**src/tfc_pkg.sv**
```systemverilog
// package for the thermal fan curve controller
// holds cause codes, register indexes, constants, the state codes and the lane status struct
`default_nettype none
package tfc_pkg;

  localparam int unsigned Sensors = 4;
  localparam int unsigned NumCfg = 8;

  typedef enum logic [1:0] {
    CAUSE_CURVE  = 2'd0,
    CAUSE_FAN    = 2'd1,
    CAUSE_SUPPLY = 2'd2,
    CAUSE_START  = 2'd3
  } cause_e;

  typedef enum logic [2:0] {
    REG_CPU_MIN   = 3'd0,
    REG_CPU_MAX   = 3'd1,
    REG_BOARD_MIN = 3'd2,
    REG_BOARD_MAX = 3'd3,
    REG_HOT_MIN   = 3'd4,
    REG_HOT_MAX   = 3'd5,
    REG_FLOOR     = 3'd6,
    REG_CEILING   = 3'd7
  } reg_e;

  localparam logic [7:0] PwmStart = 8'd128;
  localparam logic [7:0] PwmMax = 8'd255;
  localparam logic [15:0] PwmFaultDef = 16'd1000;

  // lane control and status
  typedef struct packed {
    logic start;
    logic busy;
    logic done;
  } lane_ctl_t;

  typedef enum logic [1:0] {
    ST_IDLE = 2'd0,
    ST_RUN  = 2'd1,
    ST_OUT  = 2'd2
  } state_e;

endpackage
`default_nettype wire

```
**src/tfc_div.sv**
```systemverilog
// sequential signed divider, one quotient bit per cycle, truncating toward zero
// depends on tfc_pkg for the control struct
`default_nettype none
module tfc_div (
  input  wire logic               clk_i,
  input  wire logic               rst_ni,
  input  wire logic               start_i,
  input  wire logic signed [17:0] num_i,
  input  wire logic        [8:0]  den_i,
  output tfc_pkg::lane_ctl_t      ctl_o,
  output logic signed [18:0]      quo_o
);
  logic [17:0] rem_q, rem_d, quo_q, quo_d;
  logic [8:0]  den_q, den_d;
  logic        neg_q, neg_d;
  logic [4:0]  cnt_q, cnt_d;
  logic        busy_q, busy_d, done_q, done_d;
  logic [18:0] trial;

  always_comb begin
    rem_d = rem_q; quo_d = quo_q; den_d = den_q; neg_d = neg_q;
    cnt_d = cnt_q; busy_d = busy_q; done_d = 1'b0;
    trial = {rem_q, quo_q[17]} - {10'd0, den_q};
    if (start_i) begin
      rem_d  = '0;
      quo_d  = num_i[17] ? 18'(-num_i) : 18'(num_i);
      neg_d  = num_i[17];
      den_d  = den_i;
      cnt_d  = 5'd18;
      busy_d = 1'b1;
    end else if (busy_q) begin
      if (!trial[18]) begin
        rem_d = trial[17:0];
        quo_d = {quo_q[16:0], 1'b1};
      end else begin
        rem_d = {rem_q[16:0], quo_q[17]};
        quo_d = {quo_q[16:0], 1'b0};
      end
      cnt_d = cnt_q - 5'd1;
      if (cnt_q == 5'd1) begin
        busy_d = 1'b0;
        done_d = 1'b1;
      end
    end
  end

  always_ff @(posedge clk_i or negedge rst_ni) begin
    if (!rst_ni) begin
      busy_q <= 1'b0; done_q <= 1'b0; cnt_q <= '0;
    end else begin
      busy_q <= busy_d; done_q <= done_d; cnt_q <= cnt_d;
    end
  end

  always_ff @(posedge clk_i) begin
    rem_q <= rem_d; quo_q <= quo_d; den_q <= den_d; neg_q <= neg_d;
  end

  assign quo_o = neg_q ? -$signed({1'b0, quo_q}) : $signed({1'b0, quo_q});
  assign ctl_o = '{start: start_i, busy: busy_q, done: done_q};
endmodule
`default_nettype wire

```
**src/tfc_lane.sv**
```systemverilog
// one sensor lane: curve products, two divisions, hysteresis and clamp
// depends on tfc_pkg and tfc_div
`default_nettype none
module tfc_lane #(
  parameter int unsigned Hyst = 3
) (
  input  wire logic       clk_i,
  input  wire logic       rst_ni,
  input  wire logic       start_i,
  input  wire logic [7:0] temp_i,
  input  wire logic [7:0] prev_temp_i,
  input  wire logic [7:0] prev_duty_i,
  input  wire logic [7:0] tmin_i,
  input  wire logic [7:0] tmax_i,
  input  wire logic [7:0] floor_i,
  input  wire logic [7:0] ceil_i,
  output logic            done_o,
  output logic [7:0]      duty_o
);
  localparam logic signed [9:0] HystS = 10'(Hyst);
  logic signed [9:0]  span, dt, gain;
  logic signed [17:0] num_up_q, num_lo_q;
  logic               span_bad_q, phase_q;
  logic               div_start;
  logic signed [17:0] div_num;
  tfc_pkg::lane_ctl_t dctl;
  logic signed [18:0] quo;
  logic signed [18:0] up_q;
  logic signed [20:0] up_s, lo_s;
  logic [8:0]         up_c, lo_c, dv;
  logic               start_q, done_q;
  logic [7:0]         duty_q;

  assign span = $signed({2'b0, tmax_i}) - $signed({2'b0, tmin_i}) - HystS;
  assign dt   = $signed({2'b0, temp_i}) - $signed({2'b0, tmin_i});
  assign gain = $signed({2'b0, ceil_i}) - $signed({2'b0, floor_i});

  // operands widened before the multiply so the product keeps all its bits
  always_ff @(posedge clk_i) begin
    if (start_i) begin
      num_up_q   <= 18'(dt) * 18'(gain);
      num_lo_q   <= 18'(dt - HystS) * 18'(gain);
      span_bad_q <= (span <= 0);
    end
  end

  assign div_start = start_q || (dctl.done && !phase_q);
  assign div_num   = start_q ? num_up_q : num_lo_q;

  tfc_div u_div (
    .clk_i (clk_i), .rst_ni (rst_ni), .start_i (div_start),
    .num_i (div_num), .den_i (span[8:0]), .ctl_o (dctl), .quo_o (quo)
  );

  always_ff @(posedge clk_i) if (dctl.done && !phase_q) up_q <= quo;

  assign up_s = 21'(up_q) + 21'($signed({1'b0, floor_i}));
  assign lo_s = 21'(quo) + 21'($signed({1'b0, floor_i}));
  assign up_c = up_s < 0 ? 9'd0 : (up_s > 255 ? 9'd255 : up_s[8:0]);
  assign lo_c = lo_s < 0 ? 9'd0 : (lo_s > 255 ? 9'd255 : lo_s[8:0]);

  always_comb begin
    if (temp_i > prev_temp_i) dv = (lo_c < {1'b0, prev_duty_i}) ? {1'b0, prev_duty_i} : lo_c;
    else if (temp_i < prev_temp_i)
      dv = (up_c > {1'b0, prev_duty_i}) ? {1'b0, prev_duty_i} : up_c;
    else dv = {1'b0, prev_duty_i};
  end

  always_ff @(posedge clk_i or negedge rst_ni) begin
    if (!rst_ni) begin
      phase_q <= 1'b0; start_q <= 1'b0; done_q <= 1'b0;
    end else begin
      start_q <= start_i;
      done_q  <= dctl.done && phase_q;
      if (start_q) phase_q <= 1'b0;
      else if (dctl.done) phase_q <= ~phase_q;
    end
  end

  always_ff @(posedge clk_i) begin
    if (dctl.done && phase_q) begin
      if (span_bad_q) duty_q <= ceil_i;
      else if (dv > {1'b0, ceil_i}) duty_q <= ceil_i;
      else if (dv < {1'b0, floor_i}) duty_q <= floor_i;
      else duty_q <= dv[7:0];
    end
  end

  assign done_o = done_q;
  assign duty_o = duty_q;
endmodule
`default_nettype wire

```
**src/thermal_fan_curve_controller.sv**
```systemverilog
// thermal fan curve controller top level
// depends on tfc_pkg and tfc_lane
// Each item is one poll tick. Fan or supply faults answer at once with full
// duty; otherwise four lanes, one per sensor, run their curves in parallel,
// each with one shared bit-serial divider doing two 18-step divisions, and a
// merge stage takes the largest duty. An item passes lane start, the operand
// register, the two serial divisions, the clamp and the merge before the
// output handshake; no new item is taken until its output has been accepted.
// The first item after reset also yields a start-up duty of 128 ahead of its
// regular result.
// Configuration may be written only while idle.
`default_nettype none
module thermal_fan_curve_controller #(
  parameter int unsigned HYSTERESIS = 3
) (
  input  wire logic        clk_i,
  input  wire logic        rst_ni,
  input  wire logic        s_axis_tvalid,
  output logic             s_axis_tready,
  // temps 4x8 [31:0], fan rpm 3x16 [79:32], supply right [80], left [81], pad to 88
  input  wire logic [87:0] s_axis_tdata,
  output logic             m_axis_tvalid,
  input  wire logic        m_axis_tready,
  // fan_duty [7:0]
  output logic [7:0]       m_axis_tdata,
  // cause [1:0]
  output logic [1:0]       m_axis_tuser,
  output logic             m_axis_tlast,
  input  wire logic        cfg_valid_i,
  output logic             cfg_ready_o,
  input  wire logic [2:0]  cfg_index_i,
  input  wire logic [7:0]  cfg_data_i
);
  localparam int unsigned S = tfc_pkg::Sensors;

  logic [7:0] cfg_q [tfc_pkg::NumCfg];
  logic [7:0] prev_temp_q [S];
  logic [7:0] prev_duty_q [S];
  logic       started_q;
  logic [7:0] temp_q [S];
  tfc_pkg::state_e state_q, state_d;
  logic       start_pend_q;
  logic [1:0] cause_q;
  logic [7:0] duty_q;
  logic       lane_go;
  logic [S-1:0] lane_done;
  logic [7:0] lane_duty [S];
  logic       acc, out_acc, fan_bad, sup_bad;
  logic [7:0] best01, best23, best;

  assign acc = s_axis_tvalid && s_axis_tready;
  assign out_acc = m_axis_tvalid && m_axis_tready;
  assign cfg_ready_o = 1'b1;
  assign s_axis_tready = (state_q == tfc_pkg::ST_IDLE);
  assign fan_bad = (s_axis_tdata[47:32] < tfc_pkg::PwmFaultDef) ||
                   (s_axis_tdata[63:48] < tfc_pkg::PwmFaultDef) ||
                   (s_axis_tdata[79:64] < tfc_pkg::PwmFaultDef);
  assign sup_bad = s_axis_tdata[80] || s_axis_tdata[81];

  always_ff @(posedge clk_i or negedge rst_ni) begin
    if (!rst_ni) begin
      cfg_q[tfc_pkg::REG_CPU_MIN]   <= 8'd67;
      cfg_q[tfc_pkg::REG_CPU_MAX]   <= 8'd85;
      cfg_q[tfc_pkg::REG_BOARD_MIN] <= 8'd32;
      cfg_q[tfc_pkg::REG_BOARD_MAX] <= 8'd48;
      cfg_q[tfc_pkg::REG_HOT_MIN]   <= 8'd52;
      cfg_q[tfc_pkg::REG_HOT_MAX]   <= 8'd70;
      cfg_q[tfc_pkg::REG_FLOOR]     <= 8'd102;
      cfg_q[tfc_pkg::REG_CEILING]   <= 8'd255;
    end else if (cfg_valid_i) begin
      cfg_q[cfg_index_i] <= cfg_data_i;
    end
  end

  // lane per sensor: cpu, board a, board b, hot
  for (genvar g = 0; g < S; g++) begin : g_lane
    localparam logic [2:0] MinIdx = (g == 0) ? tfc_pkg::REG_CPU_MIN :
                                    ((g == 3) ? tfc_pkg::REG_HOT_MIN : tfc_pkg::REG_BOARD_MIN);
    localparam logic [2:0] MaxIdx = (g == 0) ? tfc_pkg::REG_CPU_MAX :
                                    ((g == 3) ? tfc_pkg::REG_HOT_MAX : tfc_pkg::REG_BOARD_MAX);
    tfc_lane #(.Hyst(HYSTERESIS)) u_lane (
      .clk_i (clk_i), .rst_ni (rst_ni), .start_i (lane_go),
      .temp_i (temp_q[g]), .prev_temp_i (prev_temp_q[g]),
      .prev_duty_i (prev_duty_q[g]),
      .tmin_i (cfg_q[MinIdx]), .tmax_i (cfg_q[MaxIdx]),
      .floor_i (cfg_q[tfc_pkg::REG_FLOOR]), .ceil_i (cfg_q[tfc_pkg::REG_CEILING]),
      .done_o (lane_done[g]), .duty_o (lane_duty[g])
    );
  end

  // merge: largest of the four
  assign best01 = (lane_duty[1] > lane_duty[0]) ? lane_duty[1] : lane_duty[0];
  assign best23 = (lane_duty[3] > lane_duty[2]) ? lane_duty[3] : lane_duty[2];
  assign best   = (best23 > best01) ? best23 : best01;

  logic lane_go_q;
  assign lane_go = lane_go_q;

  always_comb begin
    state_d = state_q;
    case (state_q)
      tfc_pkg::ST_IDLE: if (acc) state_d = (fan_bad || sup_bad) ? tfc_pkg::ST_OUT
                                                                : tfc_pkg::ST_RUN;
      tfc_pkg::ST_RUN:  if (lane_done[0]) state_d = tfc_pkg::ST_OUT;
      tfc_pkg::ST_OUT:  if (out_acc && !start_pend_q) state_d = tfc_pkg::ST_IDLE;
      default:          state_d = tfc_pkg::ST_IDLE;
    endcase
  end

  always_ff @(posedge clk_i or negedge rst_ni) begin
    if (!rst_ni) begin
      state_q <= tfc_pkg::ST_IDLE;
      started_q <= 1'b0; start_pend_q <= 1'b0; lane_go_q <= 1'b0;
      for (int i = 0; i < S; i++) begin
        prev_temp_q[i] <= '0; prev_duty_q[i] <= '0;
      end
    end else begin
      state_q <= state_d;
      lane_go_q <= acc && !fan_bad && !sup_bad;
      if (acc) begin
        start_pend_q <= !started_q;
        started_q <= 1'b1;
      end else if (out_acc && start_pend_q) begin
        start_pend_q <= 1'b0;
      end
      if (state_q == tfc_pkg::ST_RUN && lane_done[0]) begin
        for (int i = 0; i < S; i++) begin
          prev_temp_q[i] <= temp_q[i]; prev_duty_q[i] <= lane_duty[i];
        end
      end
    end
  end

  always_ff @(posedge clk_i) begin
    if (acc) begin
      for (int i = 0; i < S; i++) temp_q[i] <= s_axis_tdata[8*i +: 8];
      duty_q  <= tfc_pkg::PwmMax;
      cause_q <= fan_bad ? tfc_pkg::CAUSE_FAN : tfc_pkg::CAUSE_SUPPLY;
    end else if (state_q == tfc_pkg::ST_RUN && lane_done[0]) begin
      duty_q <= best; cause_q <= tfc_pkg::CAUSE_CURVE;
    end
  end

  // start-up item may go out while the lanes still run
  assign m_axis_tvalid = start_pend_q || (state_q == tfc_pkg::ST_OUT);
  assign m_axis_tdata  = start_pend_q ? tfc_pkg::PwmStart : duty_q;
  assign m_axis_tuser  = start_pend_q ? tfc_pkg::CAUSE_START : cause_q;
  assign m_axis_tlast  = !start_pend_q;

  a_lanes_together: assert property (@(posedge clk_i) disable iff (!rst_ni)
    lane_done[0] |-> lane_done == {S{1'b1}}) else $error("lanes out of step");
  a_no_accept_busy: assert property (@(posedge clk_i) disable iff (!rst_ni)
    state_q == tfc_pkg::ST_RUN |-> !s_axis_tready) else $error("accept while busy");
  a_start_once: assert property (@(posedge clk_i) disable iff (!rst_ni)
    start_pend_q |-> started_q) else $error("start-up item without start");
endmodule
`default_nettype wire
```
**config.mk**
```make
export PLATFORM = sky130hd
export DESIGN_NAME = thermal_fan_curve_controller
export DESIGN_NICKNAME = d
export VERILOG_FILES = /design/src/tfc_pkg.sv /design/src/tfc_div.sv /design/src/tfc_lane.sv /design/src/thermal_fan_curve_controller.sv
export SDC_FILE = /design/constraint.sdc
export NUM_CORES = 2
export LEC_CHECK = 0
export BUFFER_PORTS_ARGS = -buffer_cell sky130_fd_sc_hd__buf_2
export CORE_MARGIN = 5
export CORE_UTILIZATION = 30
export DETAILED_ROUTE_END_ITERATION = 10
export PLACE_DENSITY = 0.57
export SETUP_SLACK_MARGIN = 0.5
export SYNTH_ARGS = -nofsm -noshare
export SYNTH_HDL_FRONTEND = slang
export SYNTH_SLANG_ARGS = --single-unit
```
**constraint.sdc**
```tcl
create_clock -name clk_i -period 7.95 [get_ports clk_i]
set_clock_uncertainty 0.2 [all_clocks]
set_input_delay 0.795 -clock clk_i [delete_from_list [all_inputs] [get_ports clk_i]]
set_output_delay 0.795 -clock clk_i [all_outputs]
set_load 0.02 [all_outputs]
```
## After elaboration in Yosys (flattened, before gate mapping)

Memory sizes are Yosys's and may differ from the RTL's.
Cells that the tools add are included.

- Add/sub/neg operators: 39
- $mul: 8
- $lt $le $gt $ge: 51
- Equal/unequal tests: 9
- Muxes and demuxes: 132
- Bitwise logic cells: 5
- Reduce and logical (&&, ||, !) cells: 45

Operators with widths:

| operator | number |
|---|---|
| 18-bit 2-to-1 mux | 20 |
| 9-bit 2-to-1 mux | 32 |
| 19-bit by 9-bit adder with 20-bit output | 8 |
| 20-bit by 9-bit > comparator with 1-bit output, second input constant | 8 |
| 20-bit by 1-bit less-than comparator with 1-bit output, second input constant | 8 |
| 8-bit 2-to-1 mux | 17 |
| 19-bit 2-to-1 mux | 4 |
| 18-bit negator with 19-bit output | 4 |
| 19-bit by 9-bit subtractor with 19-bit output | 4 |
| 9-bit by 8-bit > comparator with 1-bit output | 8 |
| 9-bit by 8-bit less-than comparator with 1-bit output | 8 |
| 10-bit by 9-bit multiplier with 18-bit output | 4 |
| 9-bit by 9-bit multiplier with 18-bit output | 4 |
| 18-bit negator | 4 |
| 8-bit by 8-bit subtractor with 9-bit output | 8 |
| 9-bit by 3-bit subtractor with 10-bit output, second input constant | 7 |
| 64-bit bitwise mux | 1 |
| 8-bit > comparator | 7 |
| 16-bit by 10-bit less-than comparator with 1-bit output, second input constant | 3 |
| 1-bit 2-to-1 mux | 40 |
| 5-bit 2-to-1 mux | 8 |
| 8-bit less-than comparator | 4 |
| 10-bit by 1-bit <= comparator with 1-bit output, second input constant | 3 |
| 8-bit demux with 3-bit select | 1 |
| other kinds (18) | 74 |

- Flip-flop bits (word level): 616
- RAM bits: 32
- Input port bits: 104
- Memories: 1

Memories:

| memory | depth | width | read ports | clocked after memory_dff | write ports | RTL line | source |
|---|---|---|---|---|---|---|---|
| temp_q | 4 | 8 | 4 | 0 | 4 | thermal_fan_curve_controller.sv:40 | `logic [7:0] temp_q [S];` |

## Logic depth before layout (Yosys ltp)

- Word-level depth: 13
- Gate-level depth with buffers: 43
- Depth with buffers taken out: 40

## Cells and area by module

Synthesis repeated with hierarchy kept, for this count alone.

- Cell total of the unflattened synthesis: 7430
- Area total of the unflattened synthesis: 70716.6 um^2

Modules (own cells, without submodules):

| module | instances | cells each | area an instance (um^2) | sequential area each (um^2) |
|---|---|---|---|---|
| tfc_div | 4 | 368 | 3493.4 | 1376.3 |
| tfc_lane (g_lane[1].u_lane) | 1 | 1335 | 12468.2 | 1996.9 |
| tfc_lane (g_lane[3].u_lane) | 1 | 1358 | 12393.1 | 1996.9 |
| tfc_lane (g_lane[0].u_lane) | 1 | 1319 | 12298.0 | 1996.9 |
| tfc_lane (g_lane[2].u_lane) | 1 | 1320 | 12167.9 | 1996.9 |
| thermal_fan_curve_controller | 1 | 626 | 7415.9 | 4544.4 |

## Worst setup path before layout

No wires, ideal clock.

- Path kind: register to register
- Start: register g_lane[2].u_lane.u_div.quo_q[0]
- End: register g_lane[2].u_lane.duty_q[1], data pin
- Setup time: 0.261 ns
- Arrival time: 8.187 ns
- Path slack: -0.698 ns
- Stages on the path, launching flop included: 41
- Path buffers: 3
- Clock period less this slack: 8.648 ns
- Cells stage by stage: edfxtp_1 inv_1 ha_1 or3b_2 clkbuf_1 o31ai_1 xnor2_1 ha_1 a211o_1 o32ai_1 o211ai_1 a211oi_1 o211ai_1 or3_1 nor2_1 a21oi_1 ha_1 a21o_1 [... 5 more ...] o21ba_2 or2_1 clkbuf_1 o22ai_1 nor2_1 ha_1 nor2b_1 o21a_1 o21ai_0 nand2b_1 a21oi_1 nor2b_1 o21ai_0 nand2b_1 a21oi_1 o21bai_1 clkbuf_1 a221o_1

- Cells in the longest elaborated chain, start to end: 13
- Elaborated cells on any way between the ends: 15

Ends and longest elaborated chain:

| element | RTL line | source |
|---|---|---|
| start, declared | tfc_div.sv:13 | `logic [17:0] rem_q, rem_d, quo_q, quo_d;` |
| start signal, assigned | tfc_div.sv:56 | `rem_q <= rem_d; quo_q <= quo_d; den_q <= den_d; neg_q <= neg_d;` |
| 18-bit negator with 19-bit output * | tfc_div.sv:59 | `assign quo_o = neg_q ? -$signed({1'b0, quo_q}) : $signed({1'b0, quo_q});` |
| 19-bit 2-to-1 mux * | tfc_div.sv:59 |  |
| named net g_lane[2].u_lane.quo[6] | tfc_lane.sv:27 | `logic signed [18:0] quo;` |
| 19-bit by 9-bit adder with 20-bit output * | tfc_lane.sv:58 | `assign lo_s = 21'(quo) + 21'($signed({1'b0, floor_i}));` |
| 20-bit by 9-bit > comparator with 1-bit output | tfc_lane.sv:60 | `assign lo_c = lo_s < 0 ? 9'd0 : (lo_s > 255 ? 9'd255 : lo_s[8:0]);` |
| 9-bit 2-to-1 mux | tfc_lane.sv:60 |  |
| 9-bit 2-to-1 mux * | tfc_lane.sv:60 |  |
| 9-bit by 8-bit less-than comparator with 1-bit output | tfc_lane.sv:63 | `if (temp_i > prev_temp_i) dv = (lo_c < {1'b0, prev_duty_i}) ? {1'b0, prev_duty_i} : lo_c;` |
| 9-bit 2-to-1 mux * (2 in series) | tfc_lane.sv:63 |  |
| 9-bit by 8-bit less-than comparator with 1-bit output | tfc_lane.sv:84 | `else if (dv < {1'b0, floor_i}) duty_q <= floor_i;` |
| 8-bit 2-to-1 mux | tfc_lane.sv:84 |  |
| 8-bit 2-to-1 mux * | tfc_lane.sv:83 | `else if (dv > {1'b0, ceil_i}) duty_q <= ceil_i;` |
| 8-bit 2-to-1 mux * | tfc_lane.sv:82 | `if (span_bad_q) duty_q <= ceil_i;` |
| end signal, assigned | tfc_lane.sv:82 |  |
| end signal, assigned | tfc_lane.sv:83 |  |
| end signal, assigned | tfc_lane.sv:84 |  |
| end, declared | tfc_lane.sv:32 | `logic [7:0] duty_q;` |

Mark *: on every way through the listed nets, which the timed path passes. The rest lies on a longest branch.
A chain may end at the register's enable or synchronous reset.

## Worst setup path after layout

- Start: register g_lane[2].u_lane.u_div.quo_q[1]
- End: register g_lane[2].u_lane.duty_q[1], data pin

The elaborated chain is that of the path after synthesis.

==> impl_metrics.py <==
metrics = {
    "yosys": {
        "ys_seq_elements": 648,
        "synth.lib_cells_used.distinct": 120,
        "synthArstFlopShare": 0.258,
        "syn_nets": 8399,
        "postSynth.topFlopCell": "edfxtp_1",
        "post_synth.cell_area_avg_um2": 9.56,
        "yosys_warnings": 0,
        "syn_area_um2": 67200,
        "syn_inst": 7030,
        "sequential_to_total_area_share_from_yosys_stat": 0.266,
        "synth_enable_flop_cells": 401,
    },
    "clocking": {
        "tritoncts": "done",
        "clock_latency_of_the_later_clocked_register_in_the_worst_skew_pair_ns": 0.70,
        "cts-root-buf": "clkbuf_16",
        "inserted_clock_buffers": 79,
        "cts_num_sinks": 648,
        "cts_max_level": 3,
        "clock_pin_slew_worst_setup_and_hold_paths_ns": 0.06,
        "maximum_clock_path_buffer_count": 3,
    },
    "die": {
        "die_height_um": 483,
        "starting_density_of_the_core": 0.302,
        "core_region_area_um2": 223000,
        "design.die.area_um2": 233000,
        "ioPinCount": 118,
        "die_width_um": 483,
        "core.rowCount": 173,
    },
    "critical_path": {
        "crit_path_max_fanout": 5,
        "crit_buf_inv": 1,
        "worst-setup-path-type": "register to register",
        "cp_delay_by_family_top": "compound AO/OA/AOI/OAI gates",
        "cp_slowest_stage_delay_ns": 0.44,
        "worst_path_max_delay_cell": "edfxtp_1",
        "cp_data_required_time_ns": 8.18,
        "worst_setup_path_start_kind": "register",
        "critical_path_arrival_ns": 8.34,
        "timing.critical_path.to_type": "register",
    },
    "global_routing": {
        "first_global_vias": 52706,
        "maximum_number_of_pins_on_one_net_before_global_route_repair": 137,
        "grt_pass1_wl_um": 300000,
        "initial_antenna_violation_count": 6,
        "grtUsageTotal": 0.160,
        "residual_overflow_from_global_routing": 0,
    },
    "timing": {
        "grt_setup_unrepaired": "yes",
        "fmaxAchievable_ghz": 0.123,
        "final_min_period_over_clock_period": 1.02,
        "final_report_setup_violation_count": 8,
        "final_hold_viol_count": 0,
        "final_worst_setup_slack_ns": -0.164,
        "timing_worst_slew_pin_value_ns": 1.18,
        "maxSlewHeadroom": 0.213,
        "final_max_slew_viol_count": 0,
        "fin_crit_ns": 8.11,
    },
    "run": {
        "cap_viol_max_count": 0,
    },
    "finish": {
        "final_nets": 8952,
        "syn2layout_area_growth_pct": 21.1,
        "commonest_non_fill_non_tap_cells_in_the_layout": "878 x inv_1, 658 x nand2_1, 626 x ha_1, 583 x fa_1, 511 x buf_4",
        "final_layout_size_suffix_gt1_frac": 0.195,
        "final_core_utilization": 0.366,
        "final_cell_area_um2": 81400,
        "layout.cells.most_common": "inv_1",
    },
    "status": {
        "violations_in_the_final_reports": "negative setup slack",
        "run_status": "complete, but fails checks",
    },
    "placed_design": {
        "gp_congestion": 0.887,
        "dpl.hpwl_um": 145000,
        "numPortBuffers": 101,
        "preCtsSetupSlack_ns": -0.403,
        "cell_area_after_placement_um2": 73800,
    },
    "route": {
        "route.vias.total": 52335,
        "wl_cell_um": 18.2,
        "post-route-drc-count": 0,
        "ant_nets": 0,
        "post_drt_via_cell_ratio": 4.92,
        "detailedRoute.firstPassIterationCount": 9,
        "wl_um": 194000,
        "drt_iter0_markers": 3064,
    },
    "worst_hold_path": {
        "holdCritPathClass": "primary input to register",
    },
}
path summary, 6_finish.rpt:
kind | from | to | slack (ns) | cells after the start
max reg2reg | g_lane[2].u_lane.u_div.quo_q[1] | g_lane[2].u_lane.duty_o[1] | -0.16 | 37
min in group asynchronous | rst_ni | g_lane[0].u_lane.done_o | 0.45 | 2
max in group asynchronous | rst_ni | g_lane[3].u_lane.start_q | 5.78 | 3
min reg2reg | started_q | started_q | 0.26 | 1
min | s_axis_tdata[26] | temp_q[3][2] | 0.08 | 1
max | g_lane[2].u_lane.u_div.quo_q[1] | g_lane[2].u_lane.duty_o[1] | -0.16 | 37
synthesized netlist by cell type (31+ instances only):
library cell,number,area (um2)
o31ai_1,31,233
fa_1,596,11900
nor2b_1,86,538
o21a_1,86,646
and2_1,86,538
o211ai_1,32,240
nor2_1,478,1790
edfxtp_1,401,12000
a21oi_1,341,1710
ha_1,669,8370
dfxtp_1,80,1600
inv_1,910,3420
nand3_1,74,370
nor3_1,70,350
mux2_2,102,1150
xnor2_1,367,3210
nor4_1,43,269
o21ai_0,339,1700
a21o_1,103,773
or3_1,37,231
and3_1,34,213
clkbuf_1,184,691
dfrtp_1,139,3480
a211oi_1,41,308
xor2_1,183,1600
mux2i_1,109,1090
nand2_1,672,2520
nand4_1,51,319
o21bai_1,84,631
nand2b_1,118,738
area by class of cell:
type | instances | area [um2]
Timing Repair Buffer | 690 | 5580
Inverter | 916 | 3460
Antenna cell | 8 | 20.0
Multi-Input combinational cell | 5248 | 48100
Fill cell | 22145 | 141000
Clock inverter | 38 | 420
Sequential cell | 648 | 17900
Clock buffer | 110 | 2220
Tap cell | 2975 | 3720
metrics by stage:
stage          cells  TNS [ns]  hold slack, ns
6_report       10633     -1.05          0.0771
2_1_floorplan   7030    -0.617           0.228
3_5_place_dp   10235     -4.10           0.247
4_1_cts        10484     -1.03          0.0105
3_3_place_gp   10235     -2.73           0.244
5_1_grt        10626     -3.77          0.0394
layer usage:
metal  vias to the layer above  GRT usage  wire length [um]
met2                      1235      0.272             92700
met4                         4     0.0600              7880
met5                         -    0.00143                56
met3                       340     0.0209              9470
li1                      24955          -                 -
met1                     25801      0.206             83600
timing repair:
item | 4_1_cts | 5_1_grt
gates resized for setup | 237 | 349
endpoints found under the hold margin | 40 | 0
hold buffers | 1 | 0
pin swaps | 137 | 288
setup buffers | 94 | 138
gates cloned | 6 | 3
setup endpoints to repair | 62 | 66
sequential cells by signal, summed over array words and instances, names as in the netlist, 36 cells and up:
name / flops
g_lane.u_lane.up_q: 76
g_lane.u_lane.u_div.den_q: 36
g_lane.u_lane.num_lo_q: 72
g_lane.u_lane.u_div.rem_q: 72
g_lane.u_lane.num_up_q: 72
g_lane.u_lane.u_div.quo_q: 72
cfg_q: 64
cells by family after synthesis:
family | count (synthesis) | synth area share
buf+inv | 1137 | 0.0643
fa+ha+maj | 1266 | 0.302
flops | 648 | 0.266
other cells | 1 | 0.0000558
xor+xnor | 550 | 0.0717
mux | 212 | 0.0335
simple gates | 1893 | 0.135
compound gates | 1323 | 0.128
Power is not shown: default switching activity piles up to over one toggle a cycle in this logic, so the estimate is an artifact.
